File: src/hw/rtl/ssg_pkg.sv
// Shared types and codes for the scatter schedule generator.
// Used by the channel interfaces, the sequencer and the top level.
`default_nettype none

package ssg_pkg;

    // Field widths
    localparam int RANK_W  = 6;
    localparam int COUNT_W = 7;
    localparam int BYTES_W = 24;
    localparam int OFF_W   = 30;
    localparam int MODE_W  = 2;
    localparam int CODE_W  = 2;
    localparam int CFG_IDX_W = 2;

    // Auto mode switches to the linear scheme at this block size
    localparam logic [BYTES_W-1:0] SMALL_LIMIT = 24'd256;

    // Configuration register indexes
    localparam logic [CFG_IDX_W-1:0] CFG_GROUP_SIZE  = 2'd0;
    localparam logic [CFG_IDX_W-1:0] CFG_BLOCK_BYTES = 2'd1;
    localparam logic [CFG_IDX_W-1:0] CFG_ALG_MODE    = 2'd2;

    // Algorithm modes
    localparam logic [MODE_W-1:0] MODE_AUTO     = 2'd0;
    localparam logic [MODE_W-1:0] MODE_LINEAR   = 2'd1;
    localparam logic [MODE_W-1:0] MODE_BINOMIAL = 2'd2;

    // Entry actions
    localparam logic [CODE_W-1:0] ACT_RECV = 2'd0;
    localparam logic [CODE_W-1:0] ACT_SEND = 2'd1;
    localparam logic [CODE_W-1:0] ACT_COPY = 2'd2;
    localparam logic [CODE_W-1:0] ACT_NONE = 2'd3;

    // Buffer areas
    localparam logic [CODE_W-1:0] AREA_SEND = 2'd0;
    localparam logic [CODE_W-1:0] AREA_RECV = 2'd1;
    localparam logic [CODE_W-1:0] AREA_TEMP = 2'd2;
    localparam logic [CODE_W-1:0] AREA_NET  = 2'd3;

    // One schedule entry
    typedef struct packed {
        logic [CODE_W-1:0] action;
        logic [RANK_W-1:0] peer;
        logic [CODE_W-1:0] src_area;
        logic [OFF_W-1:0]  src_offset;
        logic [CODE_W-1:0] dst_area;
        logic [OFF_W-1:0]  dst_offset;
        logic [OFF_W-1:0]  byte_count;
        logic              barrier_after;
        logic              last;
    } t_entry;

    // Entry handed from the sequencer to the output register
    typedef struct packed {
        logic   valid;
        t_entry entry;
    } t_push;

endpackage

`default_nettype wire

File: src/hw/rtl/ssg_if.sv
// Valid/ready channel interfaces: request words in, schedule entry words out.
// Depends on ssg_pkg for field widths.
`default_nettype none

interface ssg_req_if;
    import ssg_pkg::*;

    logic              valid;
    logic              ready;
    logic [RANK_W-1:0] my_rank;
    logic [RANK_W-1:0] root_rank;
    logic              in_place;

    modport source (output valid, output my_rank, output root_rank, output in_place,
                    input ready);
    modport sink   (input valid, input my_rank, input root_rank, input in_place,
                    output ready);
endinterface

interface ssg_entry_if;
    import ssg_pkg::*;

    logic              valid;
    logic              ready;
    logic [CODE_W-1:0] action;
    logic [RANK_W-1:0] peer;
    logic [CODE_W-1:0] src_area;
    logic [OFF_W-1:0]  src_offset;
    logic [CODE_W-1:0] dst_area;
    logic [OFF_W-1:0]  dst_offset;
    logic [OFF_W-1:0]  byte_count;
    logic              barrier_after;
    logic              last;

    modport source (output valid, output action, output peer, output src_area,
                    output src_offset, output dst_area, output dst_offset,
                    output byte_count, output barrier_after, output last,
                    input ready);
    modport sink   (input valid, input action, input peer, input src_area,
                    input src_offset, input dst_area, input dst_offset,
                    input byte_count, input barrier_after, input last,
                    output ready);
endinterface

`default_nettype wire

File: src/hw/rtl/ssg_mul.sv
// Shared multiplier: rank count times block bytes, registered product.
// Depends on ssg_pkg for widths.
`default_nettype none

module ssg_mul (
    input  wire logic                        i_clk,
    input  wire logic [ssg_pkg::COUNT_W-1:0] i_fac,
    input  wire logic [ssg_pkg::BYTES_W-1:0] i_bytes,
    output logic      [ssg_pkg::OFF_W-1:0]   o_prod
);
    import ssg_pkg::*;

    logic [COUNT_W+BYTES_W-1:0] prod;
    logic [OFF_W-1:0]           r_prod;

    // Multiply at full width, keep the offset bits
    assign prod = {{BYTES_W{1'b0}}, i_fac} * {{COUNT_W{1'b0}}, i_bytes};

    always_ff @(posedge i_clk) begin
        r_prod <= prod[OFF_W-1:0];
    end

    assign o_prod = r_prod;

endmodule

`default_nettype wire

File: src/hw/rtl/ssg_seq.sv
// Schedule sequencer: walks the linear or binomial transfer list one entry
// at a time, drives the shared multiplier and holds one pending entry so the
// final one can carry the last mark. Depends on ssg_pkg and ssg_mul.
`default_nettype none

module ssg_seq #(
    parameter int MAX_RANKS = 64
) (
    input  wire logic                        i_clk,
    input  wire logic                        i_rst_n,
    input  wire logic                        i_start,
    input  wire logic [ssg_pkg::RANK_W-1:0]  i_my_rank,
    input  wire logic [ssg_pkg::RANK_W-1:0]  i_root_rank,
    input  wire logic                        i_in_place,
    input  wire logic [ssg_pkg::COUNT_W-1:0] i_group_size,
    input  wire logic [ssg_pkg::BYTES_W-1:0] i_block_bytes,
    input  wire logic [ssg_pkg::MODE_W-1:0]  i_mode,
    input  wire logic                        i_out_free,
    output logic                             o_idle,
    output ssg_pkg::t_push                   o_push
);
    import ssg_pkg::*;

    typedef enum logic [3:0] {
        S_IDLE, S_VIRT, S_TREE, S_CHK, S_MUL1, S_GET1, S_GET2, S_PUT, S_FLUSH
    } t_state;

    typedef enum logic [3:0] {
        K_LIN_RECV, K_LIN_ROOT, K_ROOT_COPY, K_ROOT_SH1, K_ROOT_SH2,
        K_RECV1, K_RECV2, K_CHILD1, K_CHILD2
    } t_kind;

    localparam logic [COUNT_W-1:0] P_MAX = COUNT_W'(MAX_RANKS);
    localparam logic [COUNT_W-1:0] ONE   = COUNT_W'(1);

    t_state             r_state;
    t_kind              r_kind;
    logic [RANK_W-1:0]  r_me;
    logic [RANK_W-1:0]  r_root;
    logic               r_inpl;
    logic               r_bin;
    logic [COUNT_W-1:0] r_p;
    logic [RANK_W-1:0]  r_v;
    logic [RANK_W-1:0]  r_peer;
    logic [COUNT_W-1:0] r_cnt;
    logic [COUNT_W-1:0] r_mask;
    logic [COUNT_W-1:0] r_idx;
    logic [OFF_W-1:0]   r_off;
    logic [OFF_W-1:0]   r_prod1;
    logic [OFF_W-1:0]   r_prod2;
    t_entry             r_pend;
    logic               r_pend_vld;

    logic [COUNT_W-1:0] p_clamp;
    logic               bin_sel;
    logic [COUNT_W:0]   vt;
    logic [COUNT_W:0]   vr;
    logic [RANK_W-1:0]  vm1;
    logic [RANK_W-1:0]  vpar;
    logic [COUNT_W-1:0] par_sum;
    logic [COUNT_W-1:0] par;
    logic [COUNT_W-1:0] cnt0;
    logic [COUNT_W-1:0] cnt_sum;
    logic [COUNT_W-1:0] cnt;
    logic [COUNT_W-1:0] vk;
    logic               child_ok;
    logic [COUNT_W-1:0] p_left;
    logic [COUNT_W-1:0] kc;
    logic [COUNT_W-1:0] kid_sum;
    logic [COUNT_W-1:0] kid;
    logic [COUNT_W-1:0] f1;
    logic [COUNT_W-1:0] f2;
    logic [COUNT_W-1:0] fac;
    logic               two_prod;
    logic [OFF_W-1:0]   prod;
    logic [OFF_W-1:0]   bb;
    logic               emit;
    logic               go;
    t_entry             ent;
    t_entry             none_ent;

    // Shared multiplier
    ssg_mul u_mul (
        .i_clk   (i_clk),
        .i_fac   (fac),
        .i_bytes (i_block_bytes),
        .o_prod  (prod)
    );

    assign bb = {{(OFF_W-BYTES_W){1'b0}}, i_block_bytes};

    // Clamp group size and pick the scheme at request time
    always_comb begin
        if (i_group_size == '0) begin
            p_clamp = ONE;
        end else if (i_group_size > P_MAX) begin
            p_clamp = P_MAX;
        end else begin
            p_clamp = i_group_size;
        end
        case (i_mode)
            MODE_LINEAR:   bin_sel = 1'b0;
            MODE_BINOMIAL: bin_sel = 1'b1;
            default:       bin_sel = (i_block_bytes < SMALL_LIMIT);
        endcase
    end

    // Virtual rank: (me + p - root) mod p, one subtract step
    assign vt = {2'b00, r_me} + {1'b0, r_p} - {2'b00, r_root};
    assign vr = (vt >= {1'b0, r_p}) ? vt - {1'b0, r_p} : vt;

    // Parent and subtree count
    assign vm1     = r_v - RANK_W'(1);
    assign vpar    = r_v & vm1;
    assign par_sum = {1'b0, vpar} + {1'b0, r_root};
    assign par     = (par_sum >= r_p) ? par_sum - r_p : par_sum;
    assign cnt0    = {1'b0, r_v} - {1'b0, vpar};
    assign cnt_sum = cnt0 + {1'b0, r_v};
    assign cnt     = (cnt_sum >= r_p) ? r_p - {1'b0, r_v} : cnt0;

    // Next child round
    assign vk       = {1'b0, r_v} | r_mask;
    assign child_ok = (({1'b0, r_v} & r_mask) == '0) && (vk < r_p);
    assign p_left   = r_p - vk;
    assign kc       = (r_mask > p_left) ? p_left : r_mask;
    assign kid_sum  = vk + {1'b0, r_root};
    assign kid      = (kid_sum >= r_p) ? kid_sum - r_p : kid_sum;

    // Multiplier factors per entry kind
    always_comb begin
        f2       = '0;
        two_prod = 1'b0;
        case (r_kind)
            K_LIN_ROOT:  f1 = r_idx;
            K_ROOT_COPY: f1 = {1'b0, r_root};
            K_ROOT_SH1: begin
                f1       = r_p - ONE - {1'b0, r_root};
                f2       = {1'b0, r_root};
                two_prod = 1'b1;
            end
            K_ROOT_SH2: begin
                f1       = {1'b0, r_root} + ONE;
                f2       = r_p - ONE - {1'b0, r_root};
                two_prod = 1'b1;
            end
            K_RECV2:     f1 = r_cnt - ONE;
            K_CHILD2:    f1 = r_cnt - ONE;
            default:     f1 = ONE;
        endcase
        fac = (r_state == S_GET1) ? f2 : f1;
    end

    // Form the entry of the current kind
    always_comb begin
        none_ent        = '0;
        none_ent.action = ACT_NONE;
        none_ent.last   = 1'b1;

        ent      = '0;
        emit     = 1'b1;
        case (r_kind)
            K_LIN_RECV: begin
                ent.action     = ACT_RECV;
                ent.peer       = r_root;
                ent.src_area   = AREA_NET;
                ent.dst_area   = AREA_RECV;
                ent.byte_count = bb;
            end
            K_LIN_ROOT: begin
                ent.src_area   = AREA_SEND;
                ent.src_offset = r_prod1;
                ent.byte_count = bb;
                if (r_idx == {1'b0, r_root}) begin
                    ent.action   = ACT_COPY;
                    ent.dst_area = AREA_RECV;
                    emit         = !r_inpl;
                end else begin
                    ent.action   = ACT_SEND;
                    ent.peer     = r_idx[RANK_W-1:0];
                    ent.dst_area = AREA_NET;
                end
            end
            K_ROOT_COPY: begin
                ent.action     = ACT_COPY;
                ent.src_area   = AREA_SEND;
                ent.src_offset = r_prod1;
                ent.dst_area   = AREA_RECV;
                ent.byte_count = bb;
            end
            K_ROOT_SH1: begin
                ent.action     = ACT_COPY;
                ent.src_area   = AREA_SEND;
                ent.dst_area   = AREA_TEMP;
                ent.dst_offset = r_prod1;
                ent.byte_count = r_prod2;
            end
            K_ROOT_SH2: begin
                ent.action        = ACT_COPY;
                ent.src_area      = AREA_SEND;
                ent.src_offset    = r_prod1;
                ent.dst_area      = AREA_TEMP;
                ent.byte_count    = r_prod2;
                ent.barrier_after = 1'b1;
            end
            K_RECV1: begin
                ent.action     = ACT_RECV;
                ent.peer       = r_peer;
                ent.src_area   = AREA_NET;
                ent.dst_area   = AREA_RECV;
                ent.byte_count = bb;
            end
            K_RECV2: begin
                ent.action        = ACT_RECV;
                ent.peer          = r_peer;
                ent.src_area      = AREA_NET;
                ent.dst_area      = AREA_TEMP;
                ent.byte_count    = r_prod1;
                ent.barrier_after = 1'b1;
            end
            K_CHILD1: begin
                ent.action     = ACT_SEND;
                ent.peer       = r_peer;
                ent.src_area   = AREA_TEMP;
                ent.src_offset = r_off;
                ent.dst_area   = AREA_NET;
                ent.byte_count = bb;
            end
            K_CHILD2: begin
                ent.action     = ACT_SEND;
                ent.peer       = r_peer;
                ent.src_area   = AREA_TEMP;
                ent.src_offset = r_off;
                ent.dst_area   = AREA_NET;
                ent.byte_count = r_prod1;
            end
            default: begin
                emit = 1'b0;
            end
        endcase
    end

    // Pending entry moves out when the next one arrives; flush marks last
    assign go = !emit || !r_pend_vld || i_out_free;

    always_comb begin
        o_push.valid = 1'b0;
        o_push.entry = r_pend;
        if (r_state == S_PUT) begin
            o_push.valid = emit && r_pend_vld && i_out_free;
        end else if (r_state == S_FLUSH) begin
            o_push.valid = i_out_free;
            if (r_pend_vld) begin
                o_push.entry.last = 1'b1;
            end else begin
                o_push.entry = none_ent;
            end
        end
    end

    assign o_idle = (r_state == S_IDLE);

    // Sequencer
    always_ff @(posedge i_clk) begin
        if (!i_rst_n) begin
            r_state    <= S_IDLE;
            r_kind     <= K_LIN_RECV;
            r_pend_vld <= 1'b0;
        end else begin
            case (r_state)
                S_IDLE: begin
                    if (i_start) begin
                        r_me    <= i_my_rank;
                        r_root  <= i_root_rank;
                        r_inpl  <= i_in_place;
                        r_p     <= p_clamp;
                        r_bin   <= bin_sel;
                        r_state <= S_VIRT;
                    end
                end
                S_VIRT: begin
                    r_v    <= vr[RANK_W-1:0];
                    r_mask <= ONE;
                    r_off  <= '0;
                    r_idx  <= '0;
                    if (({1'b0, r_me} >= r_p) || ({1'b0, r_root} >= r_p)) begin
                        r_state <= S_FLUSH;
                    end else if (r_bin) begin
                        r_state <= S_TREE;
                    end else begin
                        r_kind  <= (r_me != r_root) ? K_LIN_RECV : K_LIN_ROOT;
                        r_state <= S_MUL1;
                    end
                end
                S_TREE: begin
                    if (r_v == '0) begin
                        r_kind <= r_inpl ? K_ROOT_SH1 : K_ROOT_COPY;
                    end else begin
                        r_kind <= K_RECV1;
                        r_peer <= par[RANK_W-1:0];
                        r_cnt  <= cnt;
                    end
                    r_state <= S_MUL1;
                end
                S_CHK: begin
                    if (child_ok) begin
                        r_kind  <= K_CHILD1;
                        r_peer  <= kid[RANK_W-1:0];
                        r_cnt   <= kc;
                        r_state <= S_MUL1;
                    end else begin
                        r_state <= S_FLUSH;
                    end
                end
                S_MUL1: begin
                    r_state <= S_GET1;
                end
                S_GET1: begin
                    r_prod1 <= prod;
                    r_state <= two_prod ? S_GET2 : S_PUT;
                end
                S_GET2: begin
                    r_prod2 <= prod;
                    r_state <= S_PUT;
                end
                S_PUT: begin
                    if (go) begin
                        if (emit) begin
                            r_pend     <= ent;
                            r_pend_vld <= 1'b1;
                        end
                        case (r_kind)
                            K_LIN_RECV: r_state <= S_FLUSH;
                            K_LIN_ROOT: begin
                                if (r_idx + ONE < r_p) begin
                                    r_idx   <= r_idx + ONE;
                                    r_state <= S_MUL1;
                                end else begin
                                    r_state <= S_FLUSH;
                                end
                            end
                            K_ROOT_COPY: begin
                                r_kind  <= K_ROOT_SH1;
                                r_state <= S_MUL1;
                            end
                            K_ROOT_SH1: begin
                                r_kind  <= K_ROOT_SH2;
                                r_state <= S_MUL1;
                            end
                            K_RECV1: begin
                                if (r_cnt > ONE) begin
                                    r_kind  <= K_RECV2;
                                    r_state <= S_MUL1;
                                end else begin
                                    r_state <= S_CHK;
                                end
                            end
                            K_CHILD1: begin
                                r_off <= r_off + bb;
                                if (r_cnt > ONE) begin
                                    r_kind  <= K_CHILD2;
                                    r_state <= S_MUL1;
                                end else begin
                                    r_mask  <= {r_mask[COUNT_W-2:0], 1'b0};
                                    r_state <= S_CHK;
                                end
                            end
                            K_CHILD2: begin
                                r_off   <= r_off + r_prod1;
                                r_mask  <= {r_mask[COUNT_W-2:0], 1'b0};
                                r_state <= S_CHK;
                            end
                            default: r_state <= S_CHK;
                        endcase
                    end
                end
                S_FLUSH: begin
                    if (i_out_free) begin
                        r_pend_vld <= 1'b0;
                        r_state    <= S_IDLE;
                    end
                end
                default: r_state <= S_IDLE;
            endcase
        end
    end

endmodule

`default_nettype wire

File: src/hw/rtl/scatter_schedule_generator.sv
// Scatter schedule generator: takes one request word (own rank, root rank,
// in-place flag) and emits this node's transfer list as a run of entry
// words, the final one marked last; a request with no transfers gives one
// none entry. Group size, block bytes and algorithm mode are to be written on the
// configuration port only while the block is idle; the block does not enforce
// this. Requests are taken one at a time: every entry passes through a single
// shared multiplier, stepping through S_MUL1, S_GET1 and S_PUT (S_GET2 too for
// the root's two shift copies, which need two products); setup uses S_VIRT and,
// for the binomial scheme, S_TREE, each child round is checked in S_CHK and
// S_FLUSH ends the list. Stalls on the entry channel hold S_PUT and S_FLUSH.
// Depends on ssg_pkg, ssg_if, ssg_mul and ssg_seq.
`default_nettype none

module scatter_schedule_generator #(
    parameter int MAX_RANKS = 64
) (
    input  wire logic                          i_clk,
    input  wire logic                          i_rst_n,
    input  wire logic                          i_cfg_we,
    input  wire logic [ssg_pkg::CFG_IDX_W-1:0] i_cfg_idx,
    input  wire logic [ssg_pkg::BYTES_W-1:0]   i_cfg_data,
    ssg_req_if.sink                            i_req,
    ssg_entry_if.source                        o_entry
);
    import ssg_pkg::*;

    logic [COUNT_W-1:0] r_group_size;
    logic [BYTES_W-1:0] r_block_bytes;
    logic [MODE_W-1:0]  r_mode;
    t_entry             r_out;
    logic               r_out_vld;

    logic  idle;
    logic  out_free;
    t_push push;

    // Configuration registers
    always_ff @(posedge i_clk) begin
        if (!i_rst_n) begin
            r_group_size  <= COUNT_W'(1);
            r_block_bytes <= '0;
            r_mode        <= MODE_AUTO;
        end else if (i_cfg_we) begin
            case (i_cfg_idx)
                CFG_GROUP_SIZE:  r_group_size  <= i_cfg_data[COUNT_W-1:0];
                CFG_BLOCK_BYTES: r_block_bytes <= i_cfg_data;
                CFG_ALG_MODE:    r_mode        <= i_cfg_data[MODE_W-1:0];
                default: ;
            endcase
        end
    end

    assign i_req.ready = idle;
    assign out_free    = !r_out_vld || o_entry.ready;

    ssg_seq #(
        .MAX_RANKS (MAX_RANKS)
    ) u_seq (
        .i_clk         (i_clk),
        .i_rst_n       (i_rst_n),
        .i_start       (i_req.valid && idle),
        .i_my_rank     (i_req.my_rank),
        .i_root_rank   (i_req.root_rank),
        .i_in_place    (i_req.in_place),
        .i_group_size  (r_group_size),
        .i_block_bytes (r_block_bytes),
        .i_mode        (r_mode),
        .i_out_free    (out_free),
        .o_idle        (idle),
        .o_push        (push)
    );

    // Output register: load a new word, drop it once taken
    always_ff @(posedge i_clk) begin
        if (!i_rst_n) begin
            r_out_vld <= 1'b0;
        end else if (push.valid) begin
            r_out_vld <= 1'b1;
        end else if (o_entry.ready) begin
            r_out_vld <= 1'b0;
        end
    end

    always_ff @(posedge i_clk) begin
        if (push.valid) begin
            r_out <= push.entry;
        end
    end

    assign o_entry.valid         = r_out_vld;
    assign o_entry.action        = r_out.action;
    assign o_entry.peer          = r_out.peer;
    assign o_entry.src_area      = r_out.src_area;
    assign o_entry.src_offset    = r_out.src_offset;
    assign o_entry.dst_area      = r_out.dst_area;
    assign o_entry.dst_offset    = r_out.dst_offset;
    assign o_entry.byte_count    = r_out.byte_count;
    assign o_entry.barrier_after = r_out.barrier_after;
    assign o_entry.last          = r_out.last;

endmodule

`default_nettype wire

File: src/flat_wrapper.sv
// flat-port wrapper written by rule: the top's interface ports become plain ports
module scatter_schedule_generator_flat import ssg_pkg::*;
#(
    parameter int MAX_RANKS = 64
)
  (i_clk, i_rst_n, i_cfg_we, i_cfg_idx, i_cfg_data, i_req_valid, i_req_my_rank, i_req_root_rank, i_req_in_place, i_req_ready, o_entry_valid, o_entry_action, o_entry_peer, o_entry_src_area, o_entry_src_offset, o_entry_dst_area, o_entry_dst_offset, o_entry_byte_count, o_entry_barrier_after, o_entry_last, o_entry_ready);
  ssg_req_if i_req_i ();
  ssg_entry_if o_entry_i ();
  input  wire logic i_clk;
  input  wire logic i_rst_n;
  input  wire logic i_cfg_we;
  input  wire logic [ssg_pkg::CFG_IDX_W-1:0] i_cfg_idx;
  input  wire logic [ssg_pkg::BYTES_W-1:0] i_cfg_data;
  input wire logic [$bits(i_req_i.valid)-1:0] i_req_valid;
  input wire logic [$bits(i_req_i.my_rank)-1:0] i_req_my_rank;
  input wire logic [$bits(i_req_i.root_rank)-1:0] i_req_root_rank;
  input wire logic [$bits(i_req_i.in_place)-1:0] i_req_in_place;
  output wire logic [$bits(i_req_i.ready)-1:0] i_req_ready;
  output wire logic [$bits(o_entry_i.valid)-1:0] o_entry_valid;
  output wire logic [$bits(o_entry_i.action)-1:0] o_entry_action;
  output wire logic [$bits(o_entry_i.peer)-1:0] o_entry_peer;
  output wire logic [$bits(o_entry_i.src_area)-1:0] o_entry_src_area;
  output wire logic [$bits(o_entry_i.src_offset)-1:0] o_entry_src_offset;
  output wire logic [$bits(o_entry_i.dst_area)-1:0] o_entry_dst_area;
  output wire logic [$bits(o_entry_i.dst_offset)-1:0] o_entry_dst_offset;
  output wire logic [$bits(o_entry_i.byte_count)-1:0] o_entry_byte_count;
  output wire logic [$bits(o_entry_i.barrier_after)-1:0] o_entry_barrier_after;
  output wire logic [$bits(o_entry_i.last)-1:0] o_entry_last;
  input wire logic [$bits(o_entry_i.ready)-1:0] o_entry_ready;
  assign i_req_i.valid = i_req_valid;
  assign i_req_i.my_rank = i_req_my_rank;
  assign i_req_i.root_rank = i_req_root_rank;
  assign i_req_i.in_place = i_req_in_place;
  assign i_req_ready = i_req_i.ready;
  assign o_entry_valid = o_entry_i.valid;
  assign o_entry_action = o_entry_i.action;
  assign o_entry_peer = o_entry_i.peer;
  assign o_entry_src_area = o_entry_i.src_area;
  assign o_entry_src_offset = o_entry_i.src_offset;
  assign o_entry_dst_area = o_entry_i.dst_area;
  assign o_entry_dst_offset = o_entry_i.dst_offset;
  assign o_entry_byte_count = o_entry_i.byte_count;
  assign o_entry_barrier_after = o_entry_i.barrier_after;
  assign o_entry_last = o_entry_i.last;
  assign o_entry_i.ready = o_entry_ready;
  scatter_schedule_generator #(.MAX_RANKS(MAX_RANKS)) u_core (.i_clk(i_clk), .i_rst_n(i_rst_n), .i_cfg_we(i_cfg_we), .i_cfg_idx(i_cfg_idx), .i_cfg_data(i_cfg_data), .i_req(i_req_i), .o_entry(o_entry_i));
endmodule
File: config.mk
export PLATFORM = sky130hd
export DESIGN_NAME = scatter_schedule_generator_flat
export DESIGN_NICKNAME = d
export VERILOG_FILES = /design/src/hw/rtl/ssg_pkg.sv /design/src/hw/rtl/ssg_if.sv /design/src/hw/rtl/ssg_mul.sv /design/src/hw/rtl/ssg_seq.sv /design/src/hw/rtl/scatter_schedule_generator.sv /design/src/flat_wrapper.sv
export SDC_FILE = /design/constraint.sdc
export NUM_CORES = 1
export LEC_CHECK = 0
export ABC_CLOCK_PERIOD_IN_PS = 9150
export BUFFER_PORTS_ARGS = -buffer_cell sky130_fd_sc_hd__buf_2
export CAP_MARGIN = 5
export CORE_ASPECT_RATIO = 1.1
export CORE_MARGIN = 2
export CORE_UTILIZATION = 40
export DETAILED_ROUTE_END_ITERATION = 8
export GPL_ROUTABILITY_DRIVEN = 0
export HOLD_SLACK_MARGIN = 0.05
export PLACE_DENSITY = 0.66
export REMOVE_ABC_BUFFERS = 1
export SLEW_MARGIN = 20
export SYNTH_ARGS = -nofsm -noshare
export SYNTH_HDL_FRONTEND = slang
export SYNTH_HIERARCHICAL = 1
export SYNTH_SLANG_ARGS = --single-unit
export TNS_END_PERCENT = 30
File: constraint.sdc
create_clock -name i_clk -period 9.15 [get_ports i_clk]
set_clock_uncertainty 0.1 [all_clocks]
set_input_delay 1.3725 -clock i_clk [delete_from_list [all_inputs] [get_ports i_clk]]
set_output_delay 1.3725 -clock i_clk [all_outputs]
set_load 0.005 [all_outputs]
==> summary by stage, run 1 <==
Yosys
The synthesized design contains 351 enable-type register cells. The average cell area after synthesis is 10.8 sq um. The cell area after synthesis is 0.0272 sq mm. Synthesis inferred roughly 420 register bits.

The cell count after synthesis is 2519. The share of flip-flops with an asynchronous set or reset after synthesis is 0. The number of distinct standard cells referenced by the synthesized netlist is 99. For this run, the number of Yosys warnings is 6.

The primary flip-flop cell chosen by synthesis mapping is edfxtp_1. The sequential area share after synthesis is 0.441.

Worst setup path
For the worst setup path, the data required time is ~9.5 ns. The flop-to-flop setup slack is between 1.5 and 2 ns. The number of cells on the worst reg-to-reg path is 20.

Walking the worst path, the cells encountered are inv_1, nor3_1, a222oi_1, o31a_1, o22ai_2, and2_1, fa_1, fa_1, fa_1, inv_1, fa_1, inv_1, ha_1, a21oi_1, o211ai_1, a21bo_1, nor3_2, a21oi_1, mux2i_1, o211ai_1. Among the stages of the critical path, the cell type that occurs most often is fa_1. Grouping stages by cell kind, the critical path spends the most delay in adder cells. The endpoint identified for the worst register-to-register timing path is u_core/u_seq/u_mul/o_prod[26]. The capturing element type of the critical path is a flop.

STA classifies the critical path startpoint as a flop. The classification of the worst setup path is reg2reg. The maximum fanout count along the critical path is 28. The arrival time at the worst endpoint is 7.74 ns. The slowest library cell on the worst path is dfxtp_1. The count of buffering cells on the critical path with inverters included is 3. In this design, the stage delay of the slowest critical-path cell is 0.99 ns. The startpoint identified for the worst register-to-register timing path is u_core/u_seq/r_kind[0].

Detailed routing
The via count is ~19000. The number of iterations in the first detailed-routing pass is 7. The total routed wirelength is 65.2 mm. The average wire per cell in the routed design is 18.4 microns. The via-per-instance ratio is ~5.4. The final antenna-violating net count is 0. For this run, design rule violations remaining after detail routing come to 0. For this block, the initial DRC count from the detailed router was 1531.

Power and ir drop
Of the total power, the share spent switching nets is 0.324. The share of total power dissipated in sequential elements is 0.386. For this design the ratio of total power to cell area is just over 200 mW/mm^2. Across the VDD grid, the largest voltage drop is ~0.19 mV.

In this run the power spent charging and discharging nets is 0.00201 W. The reported leakage power is between 10 and 15 nW. The internal power is 0.00419 W. The share of total power dissipated in combinational logic is 0.314. The share of total power in the clock network is 0.301.

Cells and area
Once layout is complete, the cells apart from fillers number 3541. At the end of the flow the core is filled with cells to 0.450. The number of nets in the layout is 2983.

The area added between synthesis and finish is 11.7%. The layout cell share with drive strength beyond 1 is 0.118.

Global route
The initial antenna violation count is 2. The overall track demand over capacity in global routing is 0.185. The overflow left after global routing is 0. The number of global-route vias before repair is 19100. The largest net degree at the start of global routing is 86. The first-pass GRT wire length is 103 mm.

CTS
The clock tree synthesis step divided the H-tree into 2 levels. Buffers added to address setup during post-CTS repair amount to 0. The number of hold-repair buffers added at the cts stage is 0.

The deepest clock path buffer count is 3. The number of instances resized during post-cts repair is 0. Clock latency on the worst-skew pair, taken at its later pin, is ~0.60 ns. The total clock sinks is between 400 and 500. The number of buffers created by CTS is 45. TritonCTS built the clock tree. Clock tree synthesis selected as its root buffer the cell clkbuf_16. The clock transition at the registers of the reported paths is approximately 0.06 ns.

STA
The post-route worst hold slack is 0.321 ns. Adding up every negative setup slack in the final design gives 0 ns. For the finished layout, the period the worst path requires is ~7.4 ns. Static timing analysis puts the maximum clock frequency at 0.136 GHz. In the finished design, the share of the clock period the worst path needs comes to 0.806.

The final worst setup slack is 1.77 ns. The final setup violation count is 0. The hold violation count in the final report is 0.

At the pin with the least slew margin, the transition time is 1.05 ns. The count of pins over their slew limit came to 0. The worst pin sits at a relative slew slack of 0.303. Setup repair after global routing left no endpoint under its margin.

Worst hold path
The number of instances on the worst hold path is 0. The sink of the worst hold path is u_core/u_seq/r_prod1[13]. The path class of the tightest hold or removal check is reg2reg.

The beginning of the worst hold path is u_core/u_seq/u_mul/o_prod[13].

Floorplan
The vertical die dimension is 277 microns. The area of the core is 0.0674 sq mm. The initial cell density of the core is 0.403. The floorplan row count is 100. The x dimension of the die is 253 microns. The die area is between 0.07 and 0.08 sq mm. During I/O placement, the number of pins put on the boundary was 150.

Placement
Timing analysis after detailed placement gives a worst setup slack of around 1.8 ns. Input and output buffers added on the ports amount to 149. Once detailed placement completed, the half-perimeter wirelength came to around 49 mm. Including well taps, the total number of placed cells is 3458.

Flow run
The number of maximum-capacitance constraint violations is 0.

Status
The run finished with clean final reports.
## layer usage
| layer | track usage | routed length [microns] |
|---|---|---|
| met3 | 0.0309 | 4200 |
| met1 | 0.257 | 29500 |
| met5 | 0 | 0 |
| met4 | 0.0505 | 1600 |
| met2 | 0.300 | 30000 |
## cell usage in the layout, fill, tap and decap left out, types with 9 or more instances in the layout
| master | synthesis | final |
|---|---|---|
| a22o_1 | 37 | 37 |
| edfxtp_1 | 351 | 351 |
| nand3_1 | 30 | 30 |
| fa_1 | 123 | 123 |
| ha_1 | 178 | 178 |
| or2_2 | 13 | 13 |
| and2_1 | 166 | 166 |
| or3_1 | 9 | 9 |
| a22oi_1 | 12 | 12 |
| a222oi_1 | 32 | 32 |
| nor2_1 | 100 | 95 |
| o21ai_0 | 55 | 54 |
| clkinv_2 | 0 | 9 |
| nand4_1 | 13 | 13 |
| a21o_1 | 41 | 41 |
| nand2_1 | 282 | 282 |
| o211ai_1 | 12 | 12 |
| a211oi_1 | 11 | 9 |
| xnor2_1 | 68 | 68 |
| o21a_1 | 22 | 22 |
| and3_1 | 14 | 14 |
| dfxtp_1 | 73 | 73 |
| mux2i_1 | 67 | 67 |
| xor2_1 | 35 | 35 |
| a31oi_1 | 12 | 12 |
| a21oi_1 | 105 | 103 |
| inv_1 | 234 | 234 |
| nor3_1 | 26 | 26 |
| o21bai_1 | 11 | 11 |
| clkbuf_1 | 82 | 12 |
| buf_2 | 6 | 149 |
| clkbuf_16 | 0 | 46 |
| nand2b_1 | 12 | 12 |
| mux2_2 | 10 | 10 |
| nor2b_1 | 132 | 132 |
| o22ai_1 | 10 | 9 |
| buf_4 | 3 | 26 |
## power by group through the flow
stage,combinational [W],clock [W],sequential [W]
after floorplan,0.00144,0,0.00238
after global placement,0.00184,0,0.00242
after detailed placement,0.00191,0,0.00243
after CTS,0.00193,0.00191,0.00239
after global routing,0.00214,0.00198,0.00240
final,0.00194,0.00186,0.00239
## flip-flops by register name, summed over array words and instances (netlist names), 6 cells and up
register / count
u_core/u_seq/r_prod2: 30
u_core/o_entry.dst_offset: 30
u_core/u_seq/r_prod1: 30
u_core/u_seq/r_idx: 7
u_core/u_seq/r_v: 6
u_core/r_group_size: 7
u_core/u_seq/r_mask: 7
u_core/u_seq/r_off: 30
u_core/u_seq/r_me: 6
u_core/u_seq/r_peer: 6
u_core/r_block_bytes: 24
u_core/u_seq/r_pend: 103
u_core/u_seq/r_p: 7
u_core/o_entry.src_offset: 30
u_core/u_seq/r_root: 6
u_core/u_seq/r_cnt: 7
u_core/o_entry.peer: 6
u_core/u_seq/u_mul/o_prod: 30
u_core/o_entry.byte_count: 30
## synthesized netlist by cell type, drive strengths merged (5+ instances only)
cell type	number	area share
o22ai	10	0.0023
nor2b	133	0.031
edfxtp	351	0.39
or3	9	0.0021
mux2	10	0.0041
o21bai	11	0.0030
nand2b	12	0.0028
ha	178	0.082
a21boi	13	0.0036
o21a	22	0.0061
fa	123	0.091
clkbuf	82	0.011
a31oi	13	0.0032
o21ai	65	0.013
xor2	36	0.012
mux2i	67	0.025
a22o	37	0.012
nor2	100	0.014
inv	236	0.033
nor3	27	0.0052
dfxtp	73	0.054
o31ai	9	0.0027
a22oi	12	0.0033
a221oi	5	0.0023
xnor2	68	0.022
and2	167	0.038
a21o	41	0.011
nand4	13	0.0030
buf	21	0.0050
a21oi	106	0.020
o211ai	15	0.0050
nand3	31	0.0059
a211oi	13	0.0040
a222oi	32	0.012
nor4	5	0.0017
nand2	282	0.039
and3	16	0.0038
or2	13	0.0030
## cells by family (layout without fill, tap and decap cells)
logic type               Yosys count  count (layout)  share of synthesized area
AO/OA/AOI/OAI                    447             447                      0.119
multiplexers                      77              77                     0.0288
other                              0               1                          0
adder cells (fa/ha/maj)          301             301                      0.172
AND/OR/NAND/NOR                  826             826                      0.155
flip-flops                       424             424                      0.441
XOR/XNOR                         104             104                     0.0338
buffers and inverters            340             494                     0.0490
## worst max-delay path by stage
stage	start	end	slack [ns]	cells past startpoint
after floorplan	o_entry_ready	u_core/o_entry.action[0]	-0.80	2
after global placement	u_core/u_seq/r_root[1]	u_core/u_seq/u_mul/o_prod[23]	2.02	24
after detailed placement	u_core/u_seq/r_root[1]	u_core/u_seq/u_mul/o_prod[23]	1.82	24
after CTS	u_core/u_seq/r_root[1]	u_core/u_seq/u_mul/o_prod[23]	1.83	24
after global routing	u_core/u_seq/r_kind[0]	u_core/u_seq/u_mul/o_prod[28]	1.26	20
final	u_core/u_seq/r_kind[0]	u_core/u_seq/u_mul/o_prod[26]	1.77	20
## through the flow
| step | instance area [sq um] | power (W) |
|---|---|---|
| after floorplan | 26800 | 0.00383 |
| after global placement | 28900 | 0.00426 |
| after detailed placement | 28900 | 0.00434 |
| after CTS | 30400 | 0.00622 |
| after global routing | 30400 | 0.00653 |
| final | 30400 | 0.00620 |
## layout make-up
class                   instances  area [sq um]
clock inverters                22           290
inverters                     237           890
fillers                      6199         37100
well taps                     867          1080
flip-flops and latches        424         12000
diodes                          1          2.50
multi-input cells            1755         13900
clock buffers                  60          1220
repair buffers                175           941
Note: power is estimated with default switching activity, not from simulation.
==> inputs of run 2 (changes only) <==
- ABC_AREA: not set -> 1
- ABC_CLOCK_PERIOD_IN_PS: 9150 -> 6100
- clock period: 9.15 -> 6.1 ns (I/O delays scaled with it)
==> run 2 against run 1 <==
- cell count up 27%
- register-to-register slack worse by 1.5 ns
- via count up 18%
- critical endpoint is now u_core/u_seq/u_mul/o_prod[19]
- combinational power rose to 3.0 times the previous value
- sequential power up 59%
- global-route usage up 1.2 points
- largest power group is now combinational logic
- synthesized cell count up 34%
- setup slack worse by 1.5 ns
- clock power up 51%
- highest routed layer unchanged
- critical path depth up 9
==> summary by stage, run 2 <==
Cells and area
The number of nets in the layout is 3877. The flip-flop count of the largest register after layout is roughly 100. The layout cell share with drive strength beyond 1 is 0.108. Leaving out fill and tap cells, the most frequent cell in the layout is nand2_1. The top cell types in the final layout, fill and taps aside, are 742 x nand2_1, 662 x inv_1, 376 x nor2_1, 351 x edfxtp_1, 168 x o21ai_0. The area added between synthesis and finish is 13.6%.

More flip-flops sit in one register than any other, and that register is u_core/u_seq/r_pend.

STA
The final setup violation count is 0. The hold violation count in the final report was 0. On the final layout, the worst hold slack is 0.326 ns.

The slew of the pin with the lowest slew margin is 1.01 ns. Summed over all failing endpoints, the final setup total negative slack is 0 ns. The count of pins over their slew limit came to 0. Of the available clock period, the critical path in the final layout requires 0.950. Measured against its own limit, the worst slew margin works out to 0.323.

The smallest clock period supported by the final layout is computed as 5.80 ns. The highest clock frequency the design can meet is 0.173 GHz.

Floorplan
The area of the core is between 0.07 and 0.08 sq mm. In this run the core area contains around 100 standard-cell rows. Pin placement for this block handled 150 I/O pins. The die area is 0.0729 sq mm. The vertical die dimension is 283 microns. The x dimension of the die is 258 microns.

The initial cell density of the core is 0.403.

Yosys
The number of enable-type register cells in the synthesized netlist is 351. The number of distinct standard cells referenced by the synthesized netlist is 56. The most frequent cell after synthesis is nand2_1. Of the post-synthesis cell area, the dominant cell type holds 0.373. For this run, the number of Yosys warnings is 6. Ranked by total cell area, the synthesized netlist is headed by edfxtp_1 37%, nand2_1 10%, inv_1 8.8%. The share of flip-flops with an asynchronous set or reset after synthesis is 0. The commonest cells after synthesis are 759 x nand2_1, 664 x inv_1, 390 x nor2_1. The total of flip-flops plus latches after synthesis is 424. For this run, the register share of the synthesized area comes to 0.424.

After synthesis the cells add up to 0.0283 sq mm. Counting every instance in the synthesized netlist gives between 3000 and 4000. The largest area contributor in the synthesized netlist is edfxtp_1. For this run, the leading register cell type out of synthesis is edfxtp_1. A synthesized cell averages 8.40 sq um.

Worst hold path
The tightest min-delay check is of the reg2reg type.

Detailed routing
The final antenna-violating net count is 0. The highest metal layer carrying signal wires in the routed design is met4. The DRC violation count after routing is 0. After detailed routing, the average wire length per cell comes to 16.1 microns. The total length of routed met2 wires is around 33 mm. The routed layout has approximately 22000 vias. In the final routing, the length of wire on met1 measures 32.6 mm.

The first detailed-routing pass took 6 iterations. The total routed wirelength is 72.7 mm. The iteration-0 DRC count of the detailed router is 1945. Dividing the detail-routed via count by the number of cells gives 4.98. In the detailed route, the total length drawn on met3 is 4.73 mm.

Global route
The overflow left after global routing is 0. The overall track demand over capacity in global routing is 0.197. The first-pass GRT wire length is 115 mm. Entering global routing, the biggest net connects 66 pins. The initial antenna violation count came to 1. The number of global-route vias before repair is 21500.

Placement
The half-perimeter wire length of the detailed placement result is 53.9 mm. The quantity of I/O buffers inserted on ports is 149.

CTS
Clock-pin slew was measured on the worst setup and hold paths at ~0.060 ns. The clock tree synthesis step divided the H-tree into 2 levels. Buffers inserted to repair hold after CTS numbered 0. Counting every sink on the clock net gives about 420.

Counting the buffers created by CTS gives 45. Counting along the longest clock path gives a buffer depth of 3. The clock reaches the later pin of the worst-skew pair after 0.59 ns.

The TritonCTS clock tree is yes. The cell chosen for the clock root is clkbuf_16.

Worst setup path
The critical path starts at u_core/u_seq/r_p[1]. In this run the worst path has a maximum fanout of 12. The type of element launching the critical path is a flop. Across all register-to-register paths, the minimum setup slack is 0.30 ns. Counting stages on the worst path, the most repeated cell is nand2_1. The arrival time at the worst endpoint is between 6 and 7 ns. The end point of the critical path is u_core/u_seq/u_mul/o_prod[19]. The slowest library cell on the worst path is fa_1. The length in cells of the worst reg-to-reg path is 29. The worst path required time is 6.47 ns. The largest single stage delay on the critical path is 0.55 ns. The capturing element type of the critical path is a flop. The capture point of the worst reg-to-reg path is u_core/u_seq/u_mul/o_prod[19]. The classification of the worst setup path is reg2reg. The startpoint identified for the worst register-to-register timing path is u_core/u_seq/r_p[1].

Power and ir drop
The cell area power density is 388 mW/mm^2. The total power draw is between 0.01 and 0.015 W. The worst ir drop on vdd is around 0.28 mV. For this design the static power due to leakage is 15.7 nW.

Flow run
The number of maximum-capacitance constraint violations is 0.

Status
The flow ran to the end, and the final reports show no timing, DRC or antenna violations.
## run 2: power by group
part           internal (W)  total, W  switching (W)
registers           0.00360   0.00381       0.000204
logic               0.00204   0.00585        0.00381
clock network       0.00163   0.00280        0.00118
## run 2: worst max-delay path: cells and delay by family (launching register included)
| kind | cells | cell delay [ns] |
|---|---|---|
| AOI/OAI and AO/OA | 3 | 0.31 |
| xor gates and xnor gates | 1 | 0.24 |
| adders and majority gates | 6 | 2.69 |
| buffers and inverters | 5 | 0.53 |
| DFF | 1 | 0.47 |
| and+or+nand+nor | 14 | 1.32 |
## run 2: routing by layer
metal  up-vias  GRT usage
met5         -          0
met4         0     0.0608
met1     10500      0.272
met2       734      0.320
met3       118     0.0311
li1      11100          -
## run 2: worst min-delay path by stage
stage / startpoint / to / slack (ns) / cells after the start
2_1_floorplan: u_core/u_seq/u_mul/o_prod[0] / u_core/u_seq/r_prod1[0] / 0.30 / 0
3_3_place_gp: u_core/u_seq/u_mul/o_prod[9] / u_core/u_seq/r_prod1[9] / 0.31 / 0
3_5_place_dp: u_core/u_seq/u_mul/o_prod[25] / u_core/u_seq/r_prod2[25] / 0.31 / 0
4_1_cts: u_core/u_seq/u_mul/o_prod[8] / u_core/u_seq/r_prod1[8] / 0.33 / 0
5_1_grt: u_core/u_seq/u_mul/o_prod[8] / u_core/u_seq/r_prod1[8] / 0.34 / 0
6_report: u_core/u_seq/u_mul/o_prod[8] / u_core/u_seq/r_prod2[8] / 0.33 / 0
## run 2: cells by family after synthesis
| group | share of synthesized area |
|---|---|
| AOI/OAI and AO/OA | 0.0858 |
| buffers and inverters | 0.104 |
| adders and majority gates | 0.166 |
| DFF | 0.424 |
| and+or+nand+nor | 0.199 |
| xor gates and xnor gates | 0.0216 |
## run 2: final cells by class
class / count / area, sq um
fill: 6796 / 38100
multi-input combinational: 2174 / 13600
sequential: 424 / 12000
inverter: 685 / 2570
timing repair buffer: 202 / 1250
clock buffer: 58 / 1210
tap: 936 / 1170
clock inverter: 25 / 298
antenna: 1 / 2.50
## run 2: timing repair
action	4_1_cts	5_1_grt
gates resized for setup	0	67
endpoints found under the setup margin	0	21
setup buffers	0	3
## run 2: metrics by stage
stage                     cell area (sq um)  setup WS (ns)  cells  utilization
final                                 32100          0.305   4505        0.458
after global routing                  32100        -0.0149   4505        0.458
after CTS                             31800         0.0279   4498        0.453
after detailed placement              30300         0.0106   4415        0.432
after global placement                30300          0.157   4415        0.432
after floorplan                       27900          -3.06   3283            -
